[config.mk]
export PLATFORM = sky130hd
export DESIGN_NAME = biquad_iir_filter_top
export DESIGN_NICKNAME = d
export VERILOG_FILES = /design/src/rtl/bqf_pkg.sv /design/src/rtl/biquad_iir_filter_top.sv /design/src/rtl/bqf_cfg.sv
export SDC_FILE = /design/constraint.sdc
export NUM_CORES = 2
export LEC_CHECK = 0
export BUFFER_PORTS_ARGS = -buffer_cell sky130_fd_sc_hd__buf_2
export CAP_MARGIN = 40
export CORE_ASPECT_RATIO = 0.8
export CORE_MARGIN = 1.5
export CORE_UTILIZATION = 50
export DETAILED_ROUTE_END_ITERATION = 12
export PLACE_DENSITY_LB_ADDON = 0.12
export SETUP_SLACK_MARGIN = 0.2
export SLEW_MARGIN = 20
export SYNTH_ARGS = -nofsm -noshare
export SYNTH_HDL_FRONTEND = slang
export SYNTH_SLANG_ARGS = --single-unit
[constraint.sdc]
create_clock -name clk_i -period 8.7 [get_ports clk_i]
set_input_delay 0.435 -clock clk_i [delete_from_list [all_inputs] [get_ports clk_i]]
set_output_delay 0.435 -clock clk_i [all_outputs]
set_load 0.01 [all_outputs]
[src/rtl/bqf_pkg.sv]
package bqf_pkg;

  localparam int SAMPLE_BITS_DEF    = 24;
  localparam int COEF_FRAC_BITS_DEF = 28;

  localparam int COEF_BITS    = 32;
  localparam int DELAY_BITS   = 48;
  localparam int DELAY_FRAC   = 39;
  localparam int ACC_BITS     = 64;
  localparam int CFG_IDX_BITS = 3;

  localparam logic [CFG_IDX_BITS-1:0] REG_FF_GAIN0 = 3'd0;
  localparam logic [CFG_IDX_BITS-1:0] REG_FF_GAIN1 = 3'd1;
  localparam logic [CFG_IDX_BITS-1:0] REG_FF_GAIN2 = 3'd2;
  localparam logic [CFG_IDX_BITS-1:0] REG_FB_GAIN1 = 3'd3;
  localparam logic [CFG_IDX_BITS-1:0] REG_FB_GAIN2 = 3'd4;

  typedef struct packed {
    logic signed [COEF_BITS-1:0] ff_gain0;
    logic signed [COEF_BITS-1:0] ff_gain1;
    logic signed [COEF_BITS-1:0] ff_gain2;
    logic signed [COEF_BITS-1:0] fb_gain1;
    logic signed [COEF_BITS-1:0] fb_gain2;
  } coef_t;

endpackage

[src/rtl/biquad_iir_filter_top.sv]
// Channel   Handshake                  Payload
// cfg       cfg_we_i                   cfg_idx_i, cfg_wdata_i
// in        in_valid_i / in_stall_o    sample_in_i
// out       out_valid_o / out_stall_i  sample_out_o, clipped_o
//
// A sample is taken at the accepting edge and then runs through seven sequencer steps.
// The single shared multiplier forms the five coefficient products one per step.
// Reset sets ff_gain0 to 1.0, the other gains and both delays to zero.
// A new sample is taken while a finished beat waits in the output register.
// The last step holds while that register is full and stalled.
module biquad_iir_filter_top #(
  parameter int SAMPLE_BITS    = bqf_pkg::SAMPLE_BITS_DEF,
  parameter int COEF_FRAC_BITS = bqf_pkg::COEF_FRAC_BITS_DEF
) (
  input  logic                              clk_i,
  input  logic                              rst_ni,
  input  logic                              cfg_we_i,
  input  logic [bqf_pkg::CFG_IDX_BITS-1:0]  cfg_idx_i,
  input  logic [bqf_pkg::COEF_BITS-1:0]     cfg_wdata_i,
  input  logic                              in_valid_i,
  output logic                              in_stall_o,
  input  logic signed [SAMPLE_BITS-1:0]     sample_in_i,
  output logic                              out_valid_o,
  input  logic                              out_stall_i,
  output logic signed [SAMPLE_BITS-1:0]     sample_out_o,
  output logic                              clipped_o
);

  localparam int CB    = bqf_pkg::COEF_BITS;
  localparam int AW    = bqf_pkg::ACC_BITS;
  localparam int DW    = bqf_pkg::DELAY_BITS;
  localparam int DF    = bqf_pkg::DELAY_FRAC;
  localparam int PW    = SAMPLE_BITS + CB;
  localparam int PFRAC = SAMPLE_BITS - 1 + COEF_FRAC_BITS;
  localparam int RSH   = (PFRAC >= DF) ? PFRAC - DF : 0;
  localparam int LSH   = (PFRAC < DF) ? DF - PFRAC : 0;
  localparam int OSH   = DF - (SAMPLE_BITS - 1);

  localparam logic signed [AW-1:0] P_HALF = (AW'(1) << RSH) >> 1;
  localparam logic signed [AW-1:0] O_HALF = AW'(1) << (OSH - 1);
  localparam logic signed [AW-1:0] S_MAX  = (AW'(1) << (SAMPLE_BITS - 1)) - AW'(1);
  localparam logic signed [AW-1:0] S_MIN  = -S_MAX - AW'(1);
  localparam logic signed [AW-1:0] D_MAX  = (AW'(1) << (DW - 1)) - AW'(1);
  localparam logic signed [AW-1:0] D_MIN  = -D_MAX - AW'(1);

  localparam logic [2:0] ST_IDLE = 3'd0;
  localparam logic [2:0] ST_MUL0 = 3'd1;
  localparam logic [2:0] ST_ACC0 = 3'd2;
  localparam logic [2:0] ST_YOUT = 3'd3;
  localparam logic [2:0] ST_FB1  = 3'd4;
  localparam logic [2:0] ST_FB2  = 3'd5;
  localparam logic [2:0] ST_N2   = 3'd6;
  localparam logic [2:0] ST_DONE = 3'd7;

  bqf_pkg::coef_t coef;

  logic [2:0] state_q, state_d;
  logic       out_valid_q, clip_q;
  logic       in_acc, out_acc, done_go;

  logic signed [SAMPLE_BITS-1:0] x_q, y_q, y_sat, mul_a, out_q;
  logic signed [CB-1:0]          mul_b;
  logic signed [PW-1:0]          mul_p, prod_q;
  logic signed [AW-1:0]          td, add_a, add_sum, acc_q, n1_q, y_rnd, d1_ext, d2_ext;
  logic signed [DW-1:0]          d1_q, d2_q, d1_new, d2_new;
  logic                          add_sub, y_clip, d1_clip, d2_clip, out_clip_q;

  bqf_cfg #(
    .COEF_FRAC_BITS(COEF_FRAC_BITS)
  ) u_cfg (
    .clk_i      (clk_i),
    .rst_ni     (rst_ni),
    .cfg_we_i   (cfg_we_i),
    .cfg_idx_i  (cfg_idx_i),
    .cfg_wdata_i(cfg_wdata_i),
    .coef_o     (coef)
  );

  assign in_stall_o = (state_q != ST_IDLE);
  assign in_acc     = in_valid_i && !in_stall_o;
  assign out_acc    = out_valid_q && !out_stall_i;
  assign done_go    = !out_valid_q || !out_stall_i;

  always_comb begin
    mul_a   = x_q;
    mul_b   = '0;
    add_a   = '0;
    add_sub = 1'b0;
    case (state_q)
      ST_MUL0: begin
        mul_b = coef.ff_gain0;
      end
      ST_ACC0: begin
        mul_b = coef.ff_gain1;
        add_a = d1_ext;
      end
      ST_YOUT: begin
        mul_b = coef.ff_gain2;
        add_a = d2_ext;
      end
      ST_FB1: begin
        mul_a = y_q;
        mul_b = coef.fb_gain1;
      end
      ST_FB2: begin
        mul_a   = y_q;
        mul_b   = coef.fb_gain2;
        add_a   = n1_q;
        add_sub = 1'b1;
      end
      ST_N2: begin
        add_a   = acc_q;
        add_sub = 1'b1;
      end
      default: begin
      end
    endcase
  end

  assign mul_p   = PW'(mul_a) * PW'(mul_b);
  assign td      = ((AW'(prod_q) + P_HALF) >>> RSH) <<< LSH;
  assign add_sum = add_sub ? (add_a - td) : (add_a + td);
  assign d1_ext  = AW'(d1_q);
  assign d2_ext  = AW'(d2_q);

  always_comb begin
    y_rnd  = (acc_q + O_HALF) >>> OSH;
    y_clip = 1'b0;
    if (y_rnd > S_MAX) begin
      y_sat  = SAMPLE_BITS'(S_MAX);
      y_clip = 1'b1;
    end else if (y_rnd < S_MIN) begin
      y_sat  = SAMPLE_BITS'(S_MIN);
      y_clip = 1'b1;
    end else begin
      y_sat = SAMPLE_BITS'(y_rnd);
    end
  end

  always_comb begin
    d1_clip = 1'b0;
    d2_clip = 1'b0;
    if (n1_q > D_MAX) begin
      d1_new  = DW'(D_MAX);
      d1_clip = 1'b1;
    end else if (n1_q < D_MIN) begin
      d1_new  = DW'(D_MIN);
      d1_clip = 1'b1;
    end else begin
      d1_new = DW'(n1_q);
    end
    if (acc_q > D_MAX) begin
      d2_new  = DW'(D_MAX);
      d2_clip = 1'b1;
    end else if (acc_q < D_MIN) begin
      d2_new  = DW'(D_MIN);
      d2_clip = 1'b1;
    end else begin
      d2_new = DW'(acc_q);
    end
  end

  always_comb begin
    state_d = state_q;
    case (state_q)
      ST_IDLE: begin
        if (in_acc) begin
          state_d = ST_MUL0;
        end
      end
      ST_DONE: begin
        if (done_go) begin
          state_d = ST_IDLE;
        end
      end
      default: begin
        state_d = state_q + 3'd1;
      end
    endcase
  end

  always_ff @(posedge clk_i or negedge rst_ni) begin
    if (!rst_ni) begin
      state_q     <= ST_IDLE;
      out_valid_q <= 1'b0;
      clip_q      <= 1'b0;
      d1_q        <= '0;
      d2_q        <= '0;
    end else begin
      state_q <= state_d;
      if (in_acc) begin
        clip_q <= 1'b0;
      end else if (state_q == ST_YOUT) begin
        clip_q <= clip_q | y_clip;
      end
      if (state_q == ST_DONE && done_go) begin
        d1_q        <= d1_new;
        d2_q        <= d2_new;
        out_valid_q <= 1'b1;
      end else if (out_acc) begin
        out_valid_q <= 1'b0;
      end
    end
  end

  always_ff @(posedge clk_i) begin
    if (in_acc) begin
      x_q <= sample_in_i;
    end
    prod_q <= mul_p;
    case (state_q)
      ST_ACC0: begin
        acc_q <= add_sum;
      end
      ST_YOUT: begin
        y_q   <= y_sat;
        acc_q <= add_sum;
      end
      ST_FB1: begin
        n1_q  <= acc_q;
        acc_q <= add_sum;
      end
      ST_FB2: begin
        n1_q <= add_sum;
      end
      ST_N2: begin
        acc_q <= add_sum;
      end
      ST_DONE: begin
        if (done_go) begin
          out_q      <= y_q;
          out_clip_q <= clip_q | d1_clip | d2_clip;
        end
      end
      default: begin
      end
    endcase
  end

  assign out_valid_o  = out_valid_q;
  assign sample_out_o = out_q;
  assign clipped_o    = out_clip_q;

endmodule

[src/rtl/bqf_cfg.sv]
module bqf_cfg #(
  parameter int COEF_FRAC_BITS = bqf_pkg::COEF_FRAC_BITS_DEF
) (
  input  logic                              clk_i,
  input  logic                              rst_ni,
  input  logic                              cfg_we_i,
  input  logic [bqf_pkg::CFG_IDX_BITS-1:0]  cfg_idx_i,
  input  logic [bqf_pkg::COEF_BITS-1:0]     cfg_wdata_i,
  output bqf_pkg::coef_t                    coef_o
);

  localparam int CB = bqf_pkg::COEF_BITS;
  localparam logic signed [CB-1:0] FF0_RST = CB'(1) << COEF_FRAC_BITS;

  bqf_pkg::coef_t coef_q;

  always_ff @(posedge clk_i or negedge rst_ni) begin
    if (!rst_ni) begin
      coef_q.ff_gain0 <= FF0_RST;
      coef_q.ff_gain1 <= '0;
      coef_q.ff_gain2 <= '0;
      coef_q.fb_gain1 <= '0;
      coef_q.fb_gain2 <= '0;
    end else if (cfg_we_i) begin
      case (cfg_idx_i)
        bqf_pkg::REG_FF_GAIN0: begin
          coef_q.ff_gain0 <= cfg_wdata_i;
        end
        bqf_pkg::REG_FF_GAIN1: begin
          coef_q.ff_gain1 <= cfg_wdata_i;
        end
        bqf_pkg::REG_FF_GAIN2: begin
          coef_q.ff_gain2 <= cfg_wdata_i;
        end
        bqf_pkg::REG_FB_GAIN1: begin
          coef_q.fb_gain1 <= cfg_wdata_i;
        end
        bqf_pkg::REG_FB_GAIN2: begin
          coef_q.fb_gain2 <= cfg_wdata_i;
        end
        default: begin
        end
      endcase
    end
  end

  assign coef_o = coef_q;

endmodule

**After elaboration in Yosys (flattened, before gate mapping)**

Cells that the tools add are included.

- Add/subtract/negate cells: 5
- Multiply operators: 1
- $lt $le $gt $ge: 6
- Eq/ne operators: 13
- Multiplexer cells: 24
- Bitwise operators: 3
- Reduce and logical (&&, ||, !) cells: 23

Operator list:

| operator | number |
|---|---|
| $pmux 64 s4 | 1 |
| $mux 48 | 4 |
| $pmux 32 s5 | 1 |
| $gt 64x48->1 const B | 2 |
| $lt 64x48->1 const B | 2 |
| $pmux 64 s2 | 1 |
| $add 64x17->64 const B | 1 |
| $add 64x45->64 | 1 |
| $mux 64 | 1 |
| $sub 64x45->64 | 1 |
| $add 56x13->57 const B | 1 |
| $mul 24x32->56 | 1 |
| $gt 48x24->1 const B | 1 |
| $lt 48x24->1 const B | 1 |
| $mux 24 | 2 |
| $eq 3x3->1 const B | 5 |
| $reduce_and 2->1 | 7 |
| $eq 3x2->1 const B | 4 |
| $mux 1 | 11 |
| $eq 3x1->1 const B | 2 |
| $logic_not 3->1 | 2 |
| $mux 3 | 2 |
| $pmux 3 s2 | 1 |
| $reduce_bool 2->1 | 3 |
| 9 further kinds | 17 |

- Register bits: 518
- Input bits: 64
- Output and inout port bits: 27
- Word-level logic and storage cells: 92

**Logic depth before layout (Yosys ltp)**

- Depth in word-level cells: 7
- Depth in mapped cells: 38
- Depth with buffers taken out: 32

**Cells and area by module**

From an unflattened synthesis, not the netlist that was laid out.

- Cell total of the unflattened synthesis: 5793
- Area, all modules: 54320.8 um2

Modules (own cells, without submodules):

| module | times used | cells each | area each (um2) | seq. area each (um2) |
|---|---|---|---|---|
| biquad_iir_filter_top | 1 | 5450 | 48286.3 | 9464.1 |
| bqf_cfg | 1 | 343 | 6034.5 | 4005.1 |

**Least setup slack after synthesis**

OpenSTA, ideal clock, no wires.

- Path type: reg-to-reg
- Start point: reg state_q[2]
- End point: reg prod_q[55]
- Setup time: 72 ps
- Data arrival time: 9506 ps
- Data required time: 8628 ps
- Setup slack: -878 ps
- Cell stages (with the launch flop): 37
- Buffers on the path: 7
- Period minus slack after synthesis: 9578 ps
- Path through: dfrtp_1 buf_6 clkbuf_1 buf_1 buf_1 inv_1 ha_1 clkbuf_1 clkbuf_1 a22oi_1 nand4_1 clkbuf_1 nand2_1 fa_1 inv_1 fa_1 inv_1 fa_1 fa_1 inv_1 fa_1 fa_1 inv_1 fa_1 inv_1 ha_1 a21o_1 a21o_1 a21oi_1 nand2_1 or4b_1 a31o_2 a31oi_4 nor2b_2 a211o_1 a31oi_1 xnor2_1

- Word-level cells in the longest chain between the ends: 4
- Elaborated cells on any way between the ends: 9
- Classes of those cells: mul: 1; eq/ne: 5; mux: 2; reduce/logical: 1

Ends and longest elaborated chain:

| item | RTL line | RTL |
|---|---|---|
| start, declared | biquad_iir_filter_top.sv:57 | `logic [2:0] state_q, state_d;` |
| start signal, assigned | biquad_iir_filter_top.sv:190 | `state_q <= state_d;` |
| $eq 3x3->1 | biquad_iir_filter_top.sv:89 | `case (state_q)` |
| $reduce_or 2->1 (no line) | - |  |
| $mux 24 | biquad_iir_filter_top.sv:89 |  |
| $mul 24x32->56 (*) | biquad_iir_filter_top.sv:120 | `assign mul_p = PW'(mul_a) * PW'(mul_b);` |
| named net mul_p[55] | biquad_iir_filter_top.sv:63 | `logic signed [PW-1:0] mul_p, prod_q;` |
| end signal, assigned | biquad_iir_filter_top.sv:210 | `prod_q <= mul_p;` |
| end, declared | biquad_iir_filter_top.sv:63 |  |

The timed path passes the listed nets; every way through them passes the cells marked *.
A chain may end at the register's enable or synchronous reset.

**Worst setup path after layout**

- Start point: reg state_q[1]
- End point: reg prod_q[55]

The elaborated chain is that of the path after synthesis.

==> flow_summary.json <==
{
  "status": "complete, no violations",
  "synth_edf_count": 201,
  "critPathLaunchType": "register",
  "fin_tns_setup_ns": 0,
  "place.gp.congestion": 0.983,
  "worstPathArrival_ns": 8.90,
  "initial_core_util_pct": 50.7,
  "crit_required_ns": 9.28,
  "cts_htree_levels": 2,
  "path_clk_slew_ns": 0.08,
  "rows": 107,
  "die_area_mm2": 0.111,
  "synth_cell_type_count": 96,
  "critPathSlowestCell": "fa_1",
  "cpPeakStageDelay_ns": 0.57,
  "antenna_found_initial": 17,
  "synth.yosys.seq_area_share_pct": 24.8,
  "synthesis.instances": 5794,
  "skew_ns": 0.0489,
  "drt_iter0_drc": 3971,
  "chipWidth_um": 372,
  "insertion_delay_ns": 0.70,
  "min_path_type": "in -> reg",
  "fin_crit_ns": 8.32,
  "grt_pass1_vias": 42900,
  "vias": 43000,
  "avgSynthCellArea_um2": 9.37,
  "portBuffers": 90,
  "cts_inserted_buffers": 58,
  "cts_buffer_depth": 3,
  "fp.dieH_um": 298,
  "drt-pass1-iter-count": 6,
  "crit_fanout": 8,
  "cts_root_buffer": "clkbuf_16",
  "grt.total_usage_pct": 31.9,
  "grt_pass1_wl_um": 265000,
  "rsz0062_at_grt": "false",
  "drv_slew": 0,
  "finish.net_count": 7066,
  "core_area_mm2": 0.107,
  "grt_max_degree": 76,
  "slew_headroom_pct": 42.0,
  "hpwl_um": 135000,
  "hold_violations": 0,
  "drt-total-wl_um": 175000,
  "syn_to_final_growth_pct": 13.6,
  "fin_crit_sh_pct": 95.7,
  "maxCapViolCount": 0,
  "fillCellCount": 9550,
  "ioPinCount": 91,
  "cts_tree": "done",
  "syn-num-nets": 6859,
  "detail-route-antenna-nets": 0,
  "cts_num_sinks": 507,
  "path_class": "reg -> reg",
  "post_drt_via_cell_ratio": 5.76,
  "wl_per_cell_um": 23.5,
  "drive_above_1_share_pct": 15.0,
  "syn_area_mm2": 0.0543,
  "overflow": 0,
  "ys_warn_count": 0,
  "max_freq_mhz": 120,
  "synth_flop_cell": "dfrtp_1",
  "yosys_register_bits": 507,
  "cp-end-kind": "register",
  "drc": 0,
  "worstMarginPinSlew_ns": 0.867,
  "cpMostUsedCell": "fa_1",
  "setup_viol": 0,
  "synthArstFlopShare_pct": 51.5
}
==> synthesized netlist by cell type, types with 7 or more instances <==
| library cell | n | area, um2 |
|---|---|---|
| a211o_1 | 7 | 61.3 |
| a211oi_1 | 13 | 97.6 |
| a21boi_0 | 9 | 67.6 |
| a21o_1 | 70 | 526 |
| a21oi_1 | 339 | 1700 |
| a221o_1 | 17 | 170 |
| a22oi_1 | 125 | 938 |
| a31o_2 | 8 | 70.1 |
| a31oi_1 | 17 | 106 |
| and2_1 | 40 | 250 |
| and3_1 | 39 | 244 |
| and4_1 | 38 | 333 |
| buf_1 | 27 | 101 |
| buf_2 | 15 | 75.1 |
| clkbuf_1 | 271 | 1020 |
| dfrtp_1 | 260 | 6510 |
| dfxtp_1 | 45 | 901 |
| edfxtp_1 | 201 | 6040 |
| fa_1 | 783 | 15700 |
| ha_1 | 218 | 2730 |
| inv_1 | 894 | 3360 |
| mux2_2 | 214 | 2410 |
| mux2i_1 | 26 | 260 |
| nand2_1 | 857 | 3220 |
| nand2b_1 | 17 | 106 |
| nand3_1 | 69 | 345 |
| nand4_1 | 81 | 507 |
| nor2_1 | 488 | 1830 |
| nor2b_1 | 13 | 81.3 |
| nor3_1 | 42 | 210 |
| nor4_1 | 13 | 81.3 |
| o2111ai_1 | 9 | 78.8 |
| o211ai_1 | 7 | 52.6 |
| o21a_1 | 12 | 90.1 |
| o21ai_0 | 104 | 521 |
| o21ai_1 | 8 | 40.0 |
| o21bai_1 | 15 | 113 |
| o31ai_1 | 13 | 97.6 |
| or3_1 | 15 | 93.8 |
| xnor2_1 | 136 | 1190 |
| xor2_1 | 97 | 850 |
==> final cells by class <==
type	count	area, um2	share of cell area (%)
flip-flops and latches	507	13500	21.8
diodes	3	7.51	0.0122
multi-input cells	4079	37000	60.0
well taps	1417	1770	2.87
repair buffers	460	4020	6.52
inverters	895	3370	5.45
clock buffers	72	1560	2.53
clock inverters	35	500	0.811
==> path summary, 6_finish.rpt <==
kind | from | endpoint | slack, ns | depth (start not counted)
hold reg to reg | u_cfg.coef_o[27]$_DFFE_PN0P_ | u_cfg.coef_o[27]$_DFFE_PN0P_ | 0.51 | 1
setup reg to reg | state_q[1]$_DFFE_PN0P_ | prod_q[55]$_DFF_P_ | 0.38 | 33
setup / recovery | state_q[1]$_DFFE_PN0P_ | prod_q[55]$_DFF_P_ | 0.38 | 33
max in group asynchronous | rst_ni | u_cfg.coef_o[46]$_DFFE_PN0P_ | 6.36 | 5
hold / removal | cfg_wdata_i[25] | u_cfg.coef_o[121]$_DFFE_PN0P_ | 0.05 | 2
min in group asynchronous | rst_ni | u_cfg.coef_o[95]$_DFFE_PN0P_ | 0.31 | 2
==> cell families (layout without fill, tap and decap cells) <==
| family | after synthesis | in the layout | synth area share (%) |
|---|---|---|---|
| simple gates | 1757 | 1759 | 14.2 |
| buf+inv | 1213 | 1462 | 8.46 |
| fa+ha+maj | 1001 | 1001 | 33.9 |
| compound gates | 843 | 843 | 9.96 |
| flops | 507 | 507 | 24.8 |
| mux | 240 | 243 | 4.92 |
| xor+xnor | 233 | 233 | 3.76 |
| other cells | 0 | 3 | 0 |
==> metal layers <==
metal / share of wire [%] / up-vias / global-route usage (%)
met5: 0.059 / - / 0
met4: 3.6 / 8 / 10.7
met3: 11 / 263 / 8.96
met2: 41 / 1883 / 45.3
met1: 44 / 21700 / 46.8
li1: - / 19100 / -
==> worst max-delay path: cells and delay by family, from the launching register on <==
kind / cells / cell delay (ns)
simple gates: 4 / 0.71
fa+ha+maj: 9 / 3.94
compound gates: 8 / 1.67
flops: 1 / 0.40
mux: 1 / 0.33
xor+xnor: 1 / 0.09
buf+inv: 10 / 1.08
==> through the flow <==
step | utilization [%] | setup WS [ns] | hold WS [ns] | instances | area [um2]
global placement | 53.8 | 0.161 | 0.457 | 7231 | 57600
finish | 57.6 | 0.376 | 0.0516 | 7468 | 61700
global route | 57.6 | 0.139 | 0.0480 | 7465 | 61700
detailed placement | 54.0 | 0.0342 | 0.457 | 7241 | 57800
CTS | 56.4 | 0.202 | 0.0187 | 7381 | 60400
floorplan | - | 0.213 | 0.139 | 5794 | 54600
==> registers in the layout (all words and copies together), names as in the netlist, 24 cells and up <==
signal,cells
x_q,24
d2_q,48
n1_q,64
u_cfg.coef_o,160
d1_q,48
y_q,24
prod_q,45
sample_out_o,24
acc_q,64
==> repair_timing <==
item | in CTS | in global routing
hold endpoints to repair | 84 | 0
gates cloned | 3 | 8
resized for setup | 27 | 147
setup endpoints to repair | 12 | 22
pin swaps | 3 | 63
buffers inserted | 5 | 72
hold buffers | 25 | 0
==> cells in the final DEF (no fill, tap or decap), drive strengths merged, types with 18 or more instances in the layout <==
cell / netlist / final
mux2i: 26 / 26
nand4: 82 / 82
clkbuf: 273 / 76
dfxtp: 45 / 45
nor2: 488 / 488
xnor2: 136 / 136
buf: 45 / 431
xor2: 97 / 97
fa: 783 / 783
nand3: 70 / 70
dlygate4sd3: 0 / 25
inv: 894 / 897
a21o: 70 / 70
and3: 39 / 39
o21ai: 113 / 113
nor4: 18 / 18
and4: 38 / 38
mux2: 214 / 217
a21oi: 340 / 340
a31oi: 19 / 19
edfxtp: 201 / 201
ha: 218 / 218
dfrtp: 260 / 260
nand2: 857 / 857
and2: 41 / 42
a22oi: 125 / 125
nor3: 45 / 45
Power is left out: the tool's default activity adds up to more than one toggle a clock period on the data nets, which glitch-free logic cannot reach.
